===== src/hdl/quick_find_edge_classifier_defines.svh =====
// ---------------------------------------------------------------------------
// quick find edge classifier assertion macros
// shared concurrent check forms, sampled on clk and disabled during rst
// ---------------------------------------------------------------------------
`ifndef QUICK_FIND_EDGE_CLASSIFIER_DEFINES_SVH
`define QUICK_FIND_EDGE_CLASSIFIER_DEFINES_SVH

// condition must hold in the same cycle as the antecedent
`define QFEC_ASSERT_SAME(label, ante, cons, msg) \
  label: assert property (@(posedge clk) disable iff (rst) (ante) |-> (cons)) \
    else $error(msg);

// condition must hold in the cycle after the antecedent
`define QFEC_ASSERT_NEXT(label, ante, cons, msg) \
  label: assert property (@(posedge clk) disable iff (rst) (ante) |=> (cons)) \
    else $error(msg);

`endif


===== src/hdl/qfec_pkg.sv =====
// ---------------------------------------------------------------------------
// qfec_pkg
// types and constants shared by the quick find edge classifier modules
// ---------------------------------------------------------------------------
package qfec_pkg;

  localparam int VERTEX_W   = 8;
  localparam int VCOUNT_W   = 9;
  localparam int LOOP_W     = 16;
  localparam int CLASS_W    = 3;
  localparam int CFG_DATA_W = 32;
  localparam int CFG_ADDR_W = 3;

  localparam logic [VCOUNT_W-1:0] VCOUNT_RESET = 9'd256;
  localparam logic [LOOP_W-1:0]   LOOP_MAX     = 16'hFFFF;

  // register index taken from paddr[2]
  localparam logic REG_VERTEX_COUNT = 1'b0;

  // result classes
  localparam logic [CLASS_W-1:0] CLS_SELF_LOOP = 3'd0;
  localparam logic [CLASS_W-1:0] CLS_FOREST    = 3'd1;
  localparam logic [CLASS_W-1:0] CLS_CYCLE     = 3'd2;
  localparam logic [CLASS_W-1:0] CLS_RESTART   = 3'd3;
  localparam logic [CLASS_W-1:0] CLS_INVALID   = 3'd4;

  typedef enum logic [2:0] {
    ST_CLEAR,
    ST_IDLE,
    ST_CHECK,
    ST_LOOK_LO,
    ST_LOOK_HI,
    ST_MATCH,
    ST_SWEEP,
    ST_DONE
  } state_t;

  typedef struct packed {
    logic                  mode;
    logic [VERTEX_W-1:0]   vertex_a;
    logic [VERTEX_W-1:0]   vertex_b;
  } edge_req_t;

  typedef struct packed {
    logic [CLASS_W-1:0]    edge_class;
    logic [VERTEX_W-1:0]   low_end;
    logic [VERTEX_W-1:0]   high_end;
    logic [LOOP_W-1:0]     loop_total;
  } result_t;

  // datapath status seen by the sequencer
  typedef struct packed {
    logic restart;
    logic invalid;
    logic self_loop;
    logic labels_equal;
  } qfec_stat_t;

  // sequencer strobes to the datapath
  typedef struct packed {
    state_t             state;
    logic [CLASS_W-1:0] cls;
    logic               take_item;
    logic               load_keep;
    logic               load_drop;
    logic               bump_loop;
    logic               clear_loop;
    logic               sweep_wb;
    logic               clearing;
    logic               show_result;
  } qfec_ctl_t;

endpackage


===== src/hdl/qfec_ram.sv =====
// ---------------------------------------------------------------------------
// qfec_ram
// generic single write port, single read port ram with registered read
// ---------------------------------------------------------------------------
module qfec_ram #(
  parameter int WIDTH = 8,
  parameter int DEPTH = 256
) (
  input  logic                     clk,
  input  logic                     we,
  input  logic [$clog2(DEPTH)-1:0] waddr,
  input  logic [WIDTH-1:0]         wdata,
  input  logic [$clog2(DEPTH)-1:0] raddr,
  output logic [WIDTH-1:0]         rdata
);

  logic [WIDTH-1:0] mem [DEPTH];

  // write port
  always_ff @(posedge clk) begin
    if (we) begin
      mem[waddr] <= wdata;
    end
  end

  // registered read port
  always_ff @(posedge clk) begin
    rdata <= mem[raddr];
  end

endmodule


===== src/hdl/qfec_ctrl.sv =====
// ---------------------------------------------------------------------------
// qfec_ctrl
// sequencer: clearing pass, label lookups, compare and relabel sweep
// ---------------------------------------------------------------------------
module qfec_ctrl
  import qfec_pkg::*;
#(
  parameter int MAX_VERTICES = 256,
  parameter int CW           = 10
) (
  input  logic            clk,
  input  logic            rst,
  input  logic            edge_valid,
  input  logic            result_ready,
  input  qfec_stat_t      stat,
  input  logic [CW-1:0]   n_eff,
  output qfec_ctl_t       ctl,
  output logic [CW-1:0]   cnt
);

  localparam logic [CW-1:0] CLEAR_LAST = CW'(MAX_VERTICES - 1);

  state_t             state, state_next;
  logic [CW-1:0]      cnt_next;
  logic               restart_flag;
  logic [CLASS_W-1:0] cls, cls_next;

  // next state
  always_comb begin
    state_next = state;
    case (state)
      ST_CLEAR: begin
        if (cnt == CLEAR_LAST) begin
          state_next = restart_flag ? ST_DONE : ST_IDLE;
        end
      end
      ST_IDLE: begin
        if (edge_valid) begin
          state_next = ST_CHECK;
        end
      end
      ST_CHECK: begin
        if (stat.restart) begin
          state_next = ST_CLEAR;
        end else if (stat.invalid || stat.self_loop) begin
          state_next = ST_DONE;
        end else begin
          state_next = ST_LOOK_LO;
        end
      end
      ST_LOOK_LO: state_next = ST_LOOK_HI;
      ST_LOOK_HI: state_next = ST_MATCH;
      ST_MATCH: begin
        state_next = stat.labels_equal ? ST_DONE : ST_SWEEP;
      end
      ST_SWEEP: begin
        if (cnt == n_eff) begin
          state_next = ST_DONE;
        end
      end
      ST_DONE: begin
        if (result_ready) begin
          state_next = ST_IDLE;
        end
      end
      default: state_next = ST_IDLE;
    endcase
  end

  // sweep and clear index
  always_comb begin
    cnt_next = cnt;
    case (state)
      ST_CHECK, ST_MATCH: cnt_next = '0;
      ST_CLEAR, ST_SWEEP: cnt_next = cnt + CW'(1);
      default:            cnt_next = cnt;
    endcase
  end

  // result class
  always_comb begin
    cls_next = cls;
    case (state)
      ST_CHECK: begin
        if (stat.restart) begin
          cls_next = CLS_RESTART;
        end else if (stat.invalid) begin
          cls_next = CLS_INVALID;
        end else begin
          cls_next = CLS_SELF_LOOP;
        end
      end
      ST_MATCH: cls_next = stat.labels_equal ? CLS_CYCLE : CLS_FOREST;
      default:  cls_next = cls;
    endcase
  end

  always_ff @(posedge clk) begin
    if (rst) begin
      state        <= ST_CLEAR;
      cnt          <= '0;
      restart_flag <= 1'b0;
      cls          <= CLS_RESTART;
    end else begin
      state <= state_next;
      cnt   <= cnt_next;
      cls   <= cls_next;
      if (state == ST_CHECK) begin
        restart_flag <= stat.restart;
      end
    end
  end

  // strobes
  always_comb begin
    ctl             = '0;
    ctl.state       = state;
    ctl.cls         = cls;
    ctl.take_item   = (state == ST_IDLE) && edge_valid;
    ctl.load_keep   = (state == ST_LOOK_HI);
    ctl.load_drop   = (state == ST_MATCH);
    ctl.bump_loop   = (state == ST_CHECK) && !stat.restart && !stat.invalid
                      && stat.self_loop;
    ctl.clear_loop  = (state == ST_CHECK) && stat.restart;
    ctl.sweep_wb    = (state == ST_SWEEP) && (cnt != '0);
    ctl.clearing    = (state == ST_CLEAR);
    ctl.show_result = (state == ST_DONE);
  end

endmodule


===== src/hdl/quick_find_edge_classifier.sv =====
// steps: self loop and invalid requests go from the check to the result, a cycle edge
//   through both label lookups and the compare, a merging edge adds a relabel sweep of
//   n_eff labels, a restart a clearing pass; ready again once the result is taken
// throughput: one request at a time, set by the label ram sweep at one label per cycle
// reset: synchronous rst starts a clearing pass of MAX_VERTICES labels, edge_ready low
// reset: vertex_count returns to 256 and the self loop count to zero
// ---------------------------------------------------------------------------
// quick_find_edge_classifier
// quick find union over vertex labels, classifies each edge request
// ---------------------------------------------------------------------------
`include "quick_find_edge_classifier_defines.svh"

module quick_find_edge_classifier
  import qfec_pkg::*;
#(
  parameter int MAX_VERTICES = 256
) (
  input  logic                  clk,
  input  logic                  rst,
  // configuration
  input  logic                  psel,
  input  logic                  penable,
  input  logic                  pwrite,
  input  logic [CFG_ADDR_W-1:0] paddr,
  input  logic [CFG_DATA_W-1:0] pwdata,
  output logic [CFG_DATA_W-1:0] prdata,
  output logic                  pready,
  // edge requests
  input  logic                  edge_valid,
  output logic                  edge_ready,
  input  edge_req_t             edge_req,
  // results
  output logic                  result_valid,
  input  logic                  result_ready,
  output result_t               result
);

  localparam int AW     = $clog2(MAX_VERTICES);
  localparam int CLOG_N = $clog2(MAX_VERTICES + 1);
  localparam int CW     = ((CLOG_N > VCOUNT_W) ? CLOG_N : VCOUNT_W) + 1;
  localparam logic [CW-1:0] MAX_C = CW'(MAX_VERTICES);

  logic [VCOUNT_W-1:0] vertex_count;
  logic [CW-1:0]       vc_ext, n_eff, hi_ext, cnt;
  logic                mode;
  logic [VERTEX_W-1:0] lo, hi, lo_in, hi_in;
  logic [AW+VERTEX_W-1:0] lo_addr_ext, hi_addr_ext;
  logic [AW-1:0]       keep, drop, cmp_ref, wb_addr;
  logic [AW-1:0]       ram_raddr, ram_waddr, ram_wdata, ram_rdata;
  logic                ram_we, labels_equal;
  logic [LOOP_W-1:0]   loop_count;
  qfec_stat_t          stat;
  qfec_ctl_t           ctl;

  // configuration register
  assign pready = 1'b1;

  always_ff @(posedge clk) begin
    if (rst) begin
      vertex_count <= VCOUNT_RESET;
    end else if (psel && penable && pwrite && (paddr[2] == REG_VERTEX_COUNT)) begin
      vertex_count <= pwdata[VCOUNT_W-1:0];
    end
  end

  always_comb begin
    prdata = '0;
    if (paddr[2] == REG_VERTEX_COUNT) begin
      prdata = {{(CFG_DATA_W-VCOUNT_W){1'b0}}, vertex_count};
    end
  end

  // effective vertex count, clamped to capacity
  assign vc_ext = {{(CW-VCOUNT_W){1'b0}}, vertex_count};
  assign n_eff  = (vc_ext > MAX_C) ? MAX_C : vc_ext;

  // request capture with ordered endpoints
  assign lo_in = (edge_req.vertex_a < edge_req.vertex_b) ? edge_req.vertex_a
                                                         : edge_req.vertex_b;
  assign hi_in = (edge_req.vertex_a < edge_req.vertex_b) ? edge_req.vertex_b
                                                         : edge_req.vertex_a;

  always_ff @(posedge clk) begin
    if (ctl.take_item) begin
      mode <= edge_req.mode;
      lo   <= lo_in;
      hi   <= hi_in;
    end
  end

  assign hi_ext      = {{(CW-VERTEX_W){1'b0}}, hi};
  assign lo_addr_ext = {{AW{1'b0}}, lo};
  assign hi_addr_ext = {{AW{1'b0}}, hi};

  // shared label compare unit
  assign cmp_ref      = (ctl.state == ST_MATCH) ? keep : drop;
  assign labels_equal = (ram_rdata == cmp_ref);

  assign stat.restart      = mode;
  assign stat.invalid      = (hi_ext >= n_eff);
  assign stat.self_loop    = (lo == hi);
  assign stat.labels_equal = labels_equal;

  // label registers and write back address
  always_ff @(posedge clk) begin
    if (ctl.load_keep) begin
      keep <= ram_rdata;
    end
    if (ctl.load_drop) begin
      drop <= ram_rdata;
    end
    wb_addr <= cnt[AW-1:0];
  end

  // label ram ports
  always_comb begin
    case (ctl.state)
      ST_LOOK_LO: ram_raddr = lo_addr_ext[AW-1:0];
      ST_LOOK_HI: ram_raddr = hi_addr_ext[AW-1:0];
      ST_SWEEP:   ram_raddr = cnt[AW-1:0];
      default:    ram_raddr = '0;
    endcase
  end

  always_comb begin
    if (ctl.clearing) begin
      ram_we    = 1'b1;
      ram_waddr = cnt[AW-1:0];
      ram_wdata = cnt[AW-1:0];
    end else begin
      ram_we    = ctl.sweep_wb && labels_equal;
      ram_waddr = wb_addr;
      ram_wdata = keep;
    end
  end

  qfec_ram #(
    .WIDTH (AW),
    .DEPTH (MAX_VERTICES)
  ) u_label_ram (
    .clk   (clk),
    .we    (ram_we),
    .waddr (ram_waddr),
    .wdata (ram_wdata),
    .raddr (ram_raddr),
    .rdata (ram_rdata)
  );

  // saturating self loop count
  always_ff @(posedge clk) begin
    if (rst || ctl.clear_loop) begin
      loop_count <= '0;
    end else if (ctl.bump_loop && (loop_count != LOOP_MAX)) begin
      loop_count <= loop_count + LOOP_W'(1);
    end
  end

  qfec_ctrl #(
    .MAX_VERTICES (MAX_VERTICES),
    .CW           (CW)
  ) u_ctrl (
    .clk          (clk),
    .rst          (rst),
    .edge_valid   (edge_valid),
    .result_ready (result_ready),
    .stat         (stat),
    .n_eff        (n_eff),
    .ctl          (ctl),
    .cnt          (cnt)
  );

  // handshake and result
  assign edge_ready   = (ctl.state == ST_IDLE);
  assign result_valid = ctl.show_result;

  always_comb begin
    result.edge_class = ctl.cls;
    result.loop_total = loop_count;
    if (ctl.cls == CLS_RESTART) begin
      result.low_end  = '0;
      result.high_end = '0;
    end else begin
      result.low_end  = lo;
      result.high_end = hi;
    end
  end

  // checks
  `QFEC_ASSERT_SAME(a_one_request, edge_ready, !result_valid, "request taken while result pending")
  `QFEC_ASSERT_NEXT(a_loop_hold, ctl.state != ST_CHECK, $stable(loop_count), "loop count moved outside check")
  `QFEC_ASSERT_SAME(a_sweep_distinct, ctl.sweep_wb && ram_we, keep != drop, "relabel with equal labels")
  `QFEC_ASSERT_SAME(a_sweep_ordered, ctl.state == ST_SWEEP, lo < hi, "sweep on unordered endpoints")

endmodule

===== config.mk =====
export PLATFORM = sky130hd
export DESIGN_NAME = quick_find_edge_classifier
export DESIGN_NICKNAME = d
export VERILOG_FILES = /design/src/hdl/qfec_pkg.sv /design/src/hdl/qfec_ram.sv /design/src/hdl/qfec_ctrl.sv /design/src/hdl/quick_find_edge_classifier.sv
export VERILOG_INCLUDE_DIRS = /design/src /design/src/hdl
export SDC_FILE = /design/constraint.sdc
export NUM_CORES = 2
export LEC_CHECK = 0
export BUFFER_PORTS_ARGS = -buffer_cell sky130_fd_sc_hd__clkbuf_2
export CORE_MARGIN = 2
export CORE_UTILIZATION = 45
export DETAILED_ROUTE_END_ITERATION = 10
export GPL_TIMING_DRIVEN = 0
export PLACE_DENSITY = 0.61
export SYNTH_ARGS = -nofsm -noshare
export SYNTH_HDL_FRONTEND = slang
export SYNTH_HIERARCHICAL = 1
export SYNTH_SLANG_ARGS = --single-unit

===== constraint.sdc =====
create_clock -name clk -period 37.1 [get_ports clk]
set_input_delay 1.855 -clock clk [delete_from_list [all_inputs] [get_ports clk]]
set_output_delay 1.855 -clock clk [all_outputs]
set_load 0.02 [all_outputs]

; Yosys cells after proc, flatten, opt, wreduce, memory -nomap -nowiden
; Memory sizes are Yosys's and may differ from the RTL's. A register that Yosys moved wholly into a read port is not among the register bits.
; Index checks and enable logic that the tools add are counted.
[totals]
reg_bits = 83
mem_bits_rw = 2048
in_bits = 59
output_inout_bits = 70
word_cells = 84
mem_count = 1
[mem_list]
columns = memory, words, width, read_ports, rd_clocked_by_memory_dff, write_ports, line
row1 = u_label_ram.mem, 256, 8, 1, 1, 1, qfec_ram.sv:17  ; logic [WIDTH-1:0] mem [DEPTH];
[op_classes]
addsub = 2
magnitude_cmp = 3
eq_ne = 17
muxes = 26
bitwise_logic = 1
reduce_logical = 22
[ops]
columns = cell, n
row1 = $mux W8, 5
row2 = $mux W3, 9
row3 = $pmux W3 S8, 1
row4 = $pmux W8 S3, 1
row5 = $pmux W10 S2, 1
row6 = $mux W9, 2
row7 = $add A16 B1 Y16 const B, 1
row8 = $eq A8 B8 Y1, 2
row9 = $mux W16, 1
row10 = $ne A16 B16 Y1 const B, 1
row11 = $eq A3 B3 Y1 const B, 4
row12 = $logic_and A1 B1 Y1, 11
row13 = $add A10 B1 Y10 const B, 1
row14 = $eq A10 B8 Y1 const B, 1
row15 = $eq A10 B9 Y1, 1
row16 = $reduce_bool A10 Y1, 1
row17 = $eq A3 B2 Y1 const B, 3
row18 = $ge A8 B9 Y1, 1
row19 = $gt A9 B9 Y1 const B, 1
row20 = $lt A8 B8 Y1, 1
row21 = $ne A2 B1 Y1 const B, 3
row22 = $pmux W3 S2, 1
row23 = $mux W1, 4
row24 = $reduce_and A4 Y1, 1
row25 = 9 further kinds, 13

; Logic depth before layout (Yosys ltp)
[logic_depth]
depth_word = 7
depth_mapped = 16
depth_no_buf = 13

; Cells and area by module
; The synthesis kept the hierarchy.
[by_module_without_submodules]
columns = module, n_inst, cells_per_inst, area_per_inst_um2, seq_area_each_um2
row1 = qfec_ram, 1, 3733, 79556.3, 61659.1
row2 = quick_find_edge_classifier, 1, 420, 3932.5, 1651.6
row3 = qfec_ctrl, 1, 153, 1234.9, 340.3

; Least setup slack after synthesis
; No wires, ideal clock.
[synth_timing]
path_type = register -> register
startpoint = register u_ctrl.state[2]
endpoint = memory u_label_ram.mem[0][1] (data pin)
setup_ns = 2.187
arrival_ns = 10.924
t_required_ns = 34.913
slack_ns = 23.989
stages_incl_launch_ff = 5
path_buffers = 2
period_less_slack_ns = 13.111
cell_sequence = dfxtp_1 -> buf_4 -> nor3_1 -> clkbuf_1 -> o21ai_0
[synth_rtl]
columns = item, line
row1 = start: declaration, qfec_ctrl.sv:23  ; state_t state, state_next;
row2 = start signal: assignment, qfec_ctrl.sv:105  ; state <= state_next;
row3 = end: declaration, qfec_ram.sv:17

==> impl_metrics.yaml <==
worst_setup_path:
  worstPathCellList: "buf_4 -> nor3_1 -> clkbuf_1 -> nand2_1 -> o21ai_0 -> clkbuf_1 -> nor2b_1 -> clkbuf_1 -> nand4_1 -> clkbuf_2 -> nor2_1"
  slowest_stage: "sky130_fd_sc_hd__nor2_1"
  criticalPathCategory: "register to register"
  cp-start-kind: "register"
  worstSetupEndpointType: "register"
  cp_num_buf_inv: 5
  cp_max_fo: 10
  cp.arrival_ns: 7.22
  crit_required_ns: 37.52
  maximum_cell_stage_delay_along_the_critical_path_ns: 1.03
  critical-path-top-cell-by-count: "sky130_fd_sc_hd__clkbuf_1"
  critical-path-top-delay-family: "simple AND/OR/NAND/NOR gates"
detailed_routing:
  route.final.wire_length_mm: 261
  detail_route.first_pass.iterations: 6
  route.antenna.remaining_nets: 0
  via_per_inst: 6.34
  via_count: 46554
  detailedRoute.firstIterationViolations: 7275
  drc: 0
  routed_wire_length_per_instance_um: 35.6
timing:
  rsz0062_at_grt: "no"
  timing_max_transition_violations_final: 11
  post-route-period-util: 0.183
  final-setup-viol-count: 0
  clock.fmax_ghz: 0.147
  finalHoldViolations: 0
  slew_headroom: -0.0345
  post-route-min-period_ns: 6.80
  worstMarginPinSlew_ns: 1.55
  finalClockSkew_ns: 0.0402
  timing.setup.tns_ns: 0
logic_synthesis:
  post_synth_and_or_nand_nor_area_fraction: 0.0370
  synth.yosys.seq_area_share: 0.751
  postSynth.topFlopCell: "sky130_fd_sc_hd__edfxtp_1"
  post_synthesis_cell_area_um2: 84700
  synth_area_in_compound_gates: 0.0397
  largest_area_contributor_in_the_netlist: "sky130_fd_sc_hd__edfxtp_1"
  syn_area_per_cell_um2: 19.7
  synthesis.instances: 4306
  synth.area.top_cells: "sky130_fd_sc_hd__edfxtp_1 74%, sky130_fd_sc_hd__mux4_2 12%, sky130_fd_sc_hd__mux2i_1 1.8%"
  post-synth-top-area-fraction: 0.738
  yosysUniqueCellTypes: 85
  synth-warning-count: 6
  postSynth.asyncResetShare: 0
  synth.area.mux_share: 0.142
  ys_seq_elements: 2139
  synth-xor-area-share: 0.00371
  synth_top_family_by_area: "multiplexers"
  synth_enable_flop_cells: 2081
  synth_fa_ha_area_frac: 0.00278
clock_network:
  clockRootBuffer: "sky130_fd_sc_hd__clkbuf_16"
  clock_path_buffers: 3
  clk-insertion-delay-late_ns: 0.87
  cts_tree: "built"
  cts_inserted_buffers: 210
  cts_hold_buffers: 0
  cts.repair_timing.setup_buffer_count: 0
  cts_repair_resize_count: 0
  cts.reportedPaths.clkPinSlew_ns: 0.06
  cts.htree.levels: 4
  clock_sinks: 2139
die:
  die_height_um: 438
  start_util: 0.452
  boundaryPins: 129
  placementRows: 159
  floorplan.die_area_um2: 192000
  horizontal_extent_of_the_die_um: 438
  fp.coreArea_um2: 187000
power:
  power.static_leakage_uw: 0.0292
  max-vdd-ir-drop_uv: 44.7
  design_power_total_uw: 4790
  pwr_density_cell_nw_per_um2: 49.7
run_status:
  violations: "capacitance limit, slew limit"
  run_status: "complete, but fails checks"
min_path:
  hold_path_class: "register to register"
place:
  place_hpwl_mm: 180
  globalplace.congestion: 0.943
  port_buf_inserts: 78
global_routing:
  grt_max_degree: 45
  grt_first_pass_wirelength_mm: 357
  first_global_vias: 44649
  total_overflow_reported_by_the_global_router: 0
  grtUsageTotal: 0.271
  antenna_found_initial: 8
layout:
  multi_input_gate_area_um2: 19300
  post_route_cells_drive_above_1_share: 0.225
  nNetsFinal: 4765
  mostFrequentLayoutCell: "sky130_fd_sc_hd__edfxtp_1"
  layout_common_cells: "2081 x sky130_fd_sc_hd__edfxtp_1, 454 x sky130_fd_sc_hd__mux4_2, 318 x sky130_fd_sc_hd__nor2_1, 211 x sky130_fd_sc_hd__clkbuf_16, 158 x sky130_fd_sc_hd__clkbuf_1"
  filler_cell_count: 14886
  layout-area-overhead-vs-synth_pct: 13.9
  seq_area_um2: 63700
job:
  max_cap_check_violation_count: 1
synthesized netlist by cell type (4+ instances only):
cell                           n
sky130_fd_sc_hd__xor2_1       14
sky130_fd_sc_hd__nand2b_1     20
sky130_fd_sc_hd__buf_4        53
sky130_fd_sc_hd__a211oi_1     23
sky130_fd_sc_hd__nor4_1       30
sky130_fd_sc_hd__inv_1        46
sky130_fd_sc_hd__buf_8        13
sky130_fd_sc_hd__buf_1        24
sky130_fd_sc_hd__dfxtp_1      58
sky130_fd_sc_hd__o22a_1        6
sky130_fd_sc_hd__mux4_2      454
sky130_fd_sc_hd__a21o_1        6
sky130_fd_sc_hd__a21oi_1     122
sky130_fd_sc_hd__nand3b_1      6
sky130_fd_sc_hd__clkbuf_1    126
sky130_fd_sc_hd__mux2i_1     152
sky130_fd_sc_hd__a22o_1        9
sky130_fd_sc_hd__nor2_1      318
sky130_fd_sc_hd__o22ai_1      31
sky130_fd_sc_hd__nand2_1      86
sky130_fd_sc_hd__buf_2        38
sky130_fd_sc_hd__o32ai_1       4
sky130_fd_sc_hd__or2_2         5
sky130_fd_sc_hd__a22oi_1     133
sky130_fd_sc_hd__o211ai_1     13
sky130_fd_sc_hd__xnor2_1      20
sky130_fd_sc_hd__nor4_2        4
sky130_fd_sc_hd__and3_1        9
sky130_fd_sc_hd__o221ai_1     47
sky130_fd_sc_hd__buf_6        24
sky130_fd_sc_hd__and3b_1       4
sky130_fd_sc_hd__nor3_1       28
sky130_fd_sc_hd__nand4_1      18
sky130_fd_sc_hd__ha_1         18
sky130_fd_sc_hd__buf_12        8
sky130_fd_sc_hd__o2111ai_1     4
sky130_fd_sc_hd__o21ai_0      41
sky130_fd_sc_hd__nand3_1      42
sky130_fd_sc_hd__edfxtp_1   2081
sky130_fd_sc_hd__and2_1       23
sky130_fd_sc_hd__a221oi_1     13
sky130_fd_sc_hd__nor2b_1      46
sky130_fd_sc_hd__mux2_2       22
sky130_fd_sc_hd__nor4b_1       4
worst register-to-register path, cell delays in order (launching register included):
cell and delay [ns]:
sky130_fd_sc_hd__dfxtp_1 0.44, sky130_fd_sc_hd__buf_4 0.24, sky130_fd_sc_hd__nor3_1 0.78, sky130_fd_sc_hd__clkbuf_1 0.69, sky130_fd_sc_hd__nand2_1 0.24, sky130_fd_sc_hd__o21ai_0 0.46, sky130_fd_sc_hd__clkbuf_1 0.39, sky130_fd_sc_hd__nor2b_1 0.18
sky130_fd_sc_hd__clkbuf_1 0.30, sky130_fd_sc_hd__nand4_1 0.85, sky130_fd_sc_hd__clkbuf_2 0.77, sky130_fd_sc_hd__nor2_1 1.05
kinds of logic (layout without fill, tap and decap cells):
group	Yosys count	count (layout)
buf+inv	334	853
flops	2139	2139
fa+ha+maj	19	19
simple gates	661	661
xor+xnor	35	35
compound gates	485	485
mux	631	631
other cells	2	29
worst paths after layout:
check	start	end	slack [ns]	cells past startpoint
min reg2reg	u_ctrl/cnt[3]$_SDFFE_PP0P_	wb_addr[3]$_DFF_P_	0.39	0
min	u_ctrl/cnt[3]$_SDFFE_PP0P_	wb_addr[3]$_DFF_P_	0.39	0
max reg2reg	u_ctrl/state[2]$_SDFFE_PP0P_	u_label_ram/mem[139][0]$_DFFE_PP_	30.30	11
max	u_ctrl/state[2]$_SDFFE_PP0P_	u_label_ram/mem[139][0]$_DFFE_PP_	30.30	11
metrics by stage:
step | instance area (um2) | util | hold WS (ns) | setup slack, ns | instances
after detailed placement | 89900 | 0.480 | 0.386 | 30.36 | 6969
final | 96500 | 0.515 | 0.393 | 30.30 | 7347
after global placement | 88300 | 0.471 | 0.386 | 9.88 | 6902
after CTS | 96500 | 0.515 | 0.393 | 30.32 | 7341
after floorplan | 84800 | - | 0.360 | 23.99 | 4329
after global routing | 96500 | 0.515 | 0.400 | 30.22 | 7343
flip-flops by register name, summed over array words and instances, names as in the netlist, 3 cells and up:
register / count
wb_addr: 8
keep: 8
u_ctrl/cls: 3
u_ctrl/cnt: 10
u_ctrl/state: 3
vertex_count: 9
lo: 8
drop: 8
u_label_ram/rdata: 8
hi: 8
u_label_ram/mem: 2048
loop_count: 16
metal layers:
layer / wire length [um] / vias to the layer above / GRT usage
met2: 117000 / 3133 / 0.406
met4: 13500 / 10 / 0.122
li1: - / 18408 / -
met5: 74 / - / 0
met1: 98500 / 24475 / 0.371
met3: 32200 / 528 / 0.0754
layout make-up:
type | count | share of cell area
Sequential cell | 2139 | 0.659
Multi-Input combinational cell | 1856 | 0.200
Clock buffer | 268 | 0.0575
Tap cell | 2495 | 0.0323
Timing Repair Buffer | 147 | 0.0193
Buffer | 287 | 0.0187
Clock inverter | 104 | 0.0108
Inverter | 47 | 0.00183
Antenna cell | 4 | 0.000104
power breakdown:
group,leakage (uW),switching (uW),total [uW],internal (uW)
combinational,0.00693,56.1,79.2,23.1
clock,0.00321,908,2070,1170
sequential,0.0191,2.95,2640,2640
Power figures use the tool's default switching activity.
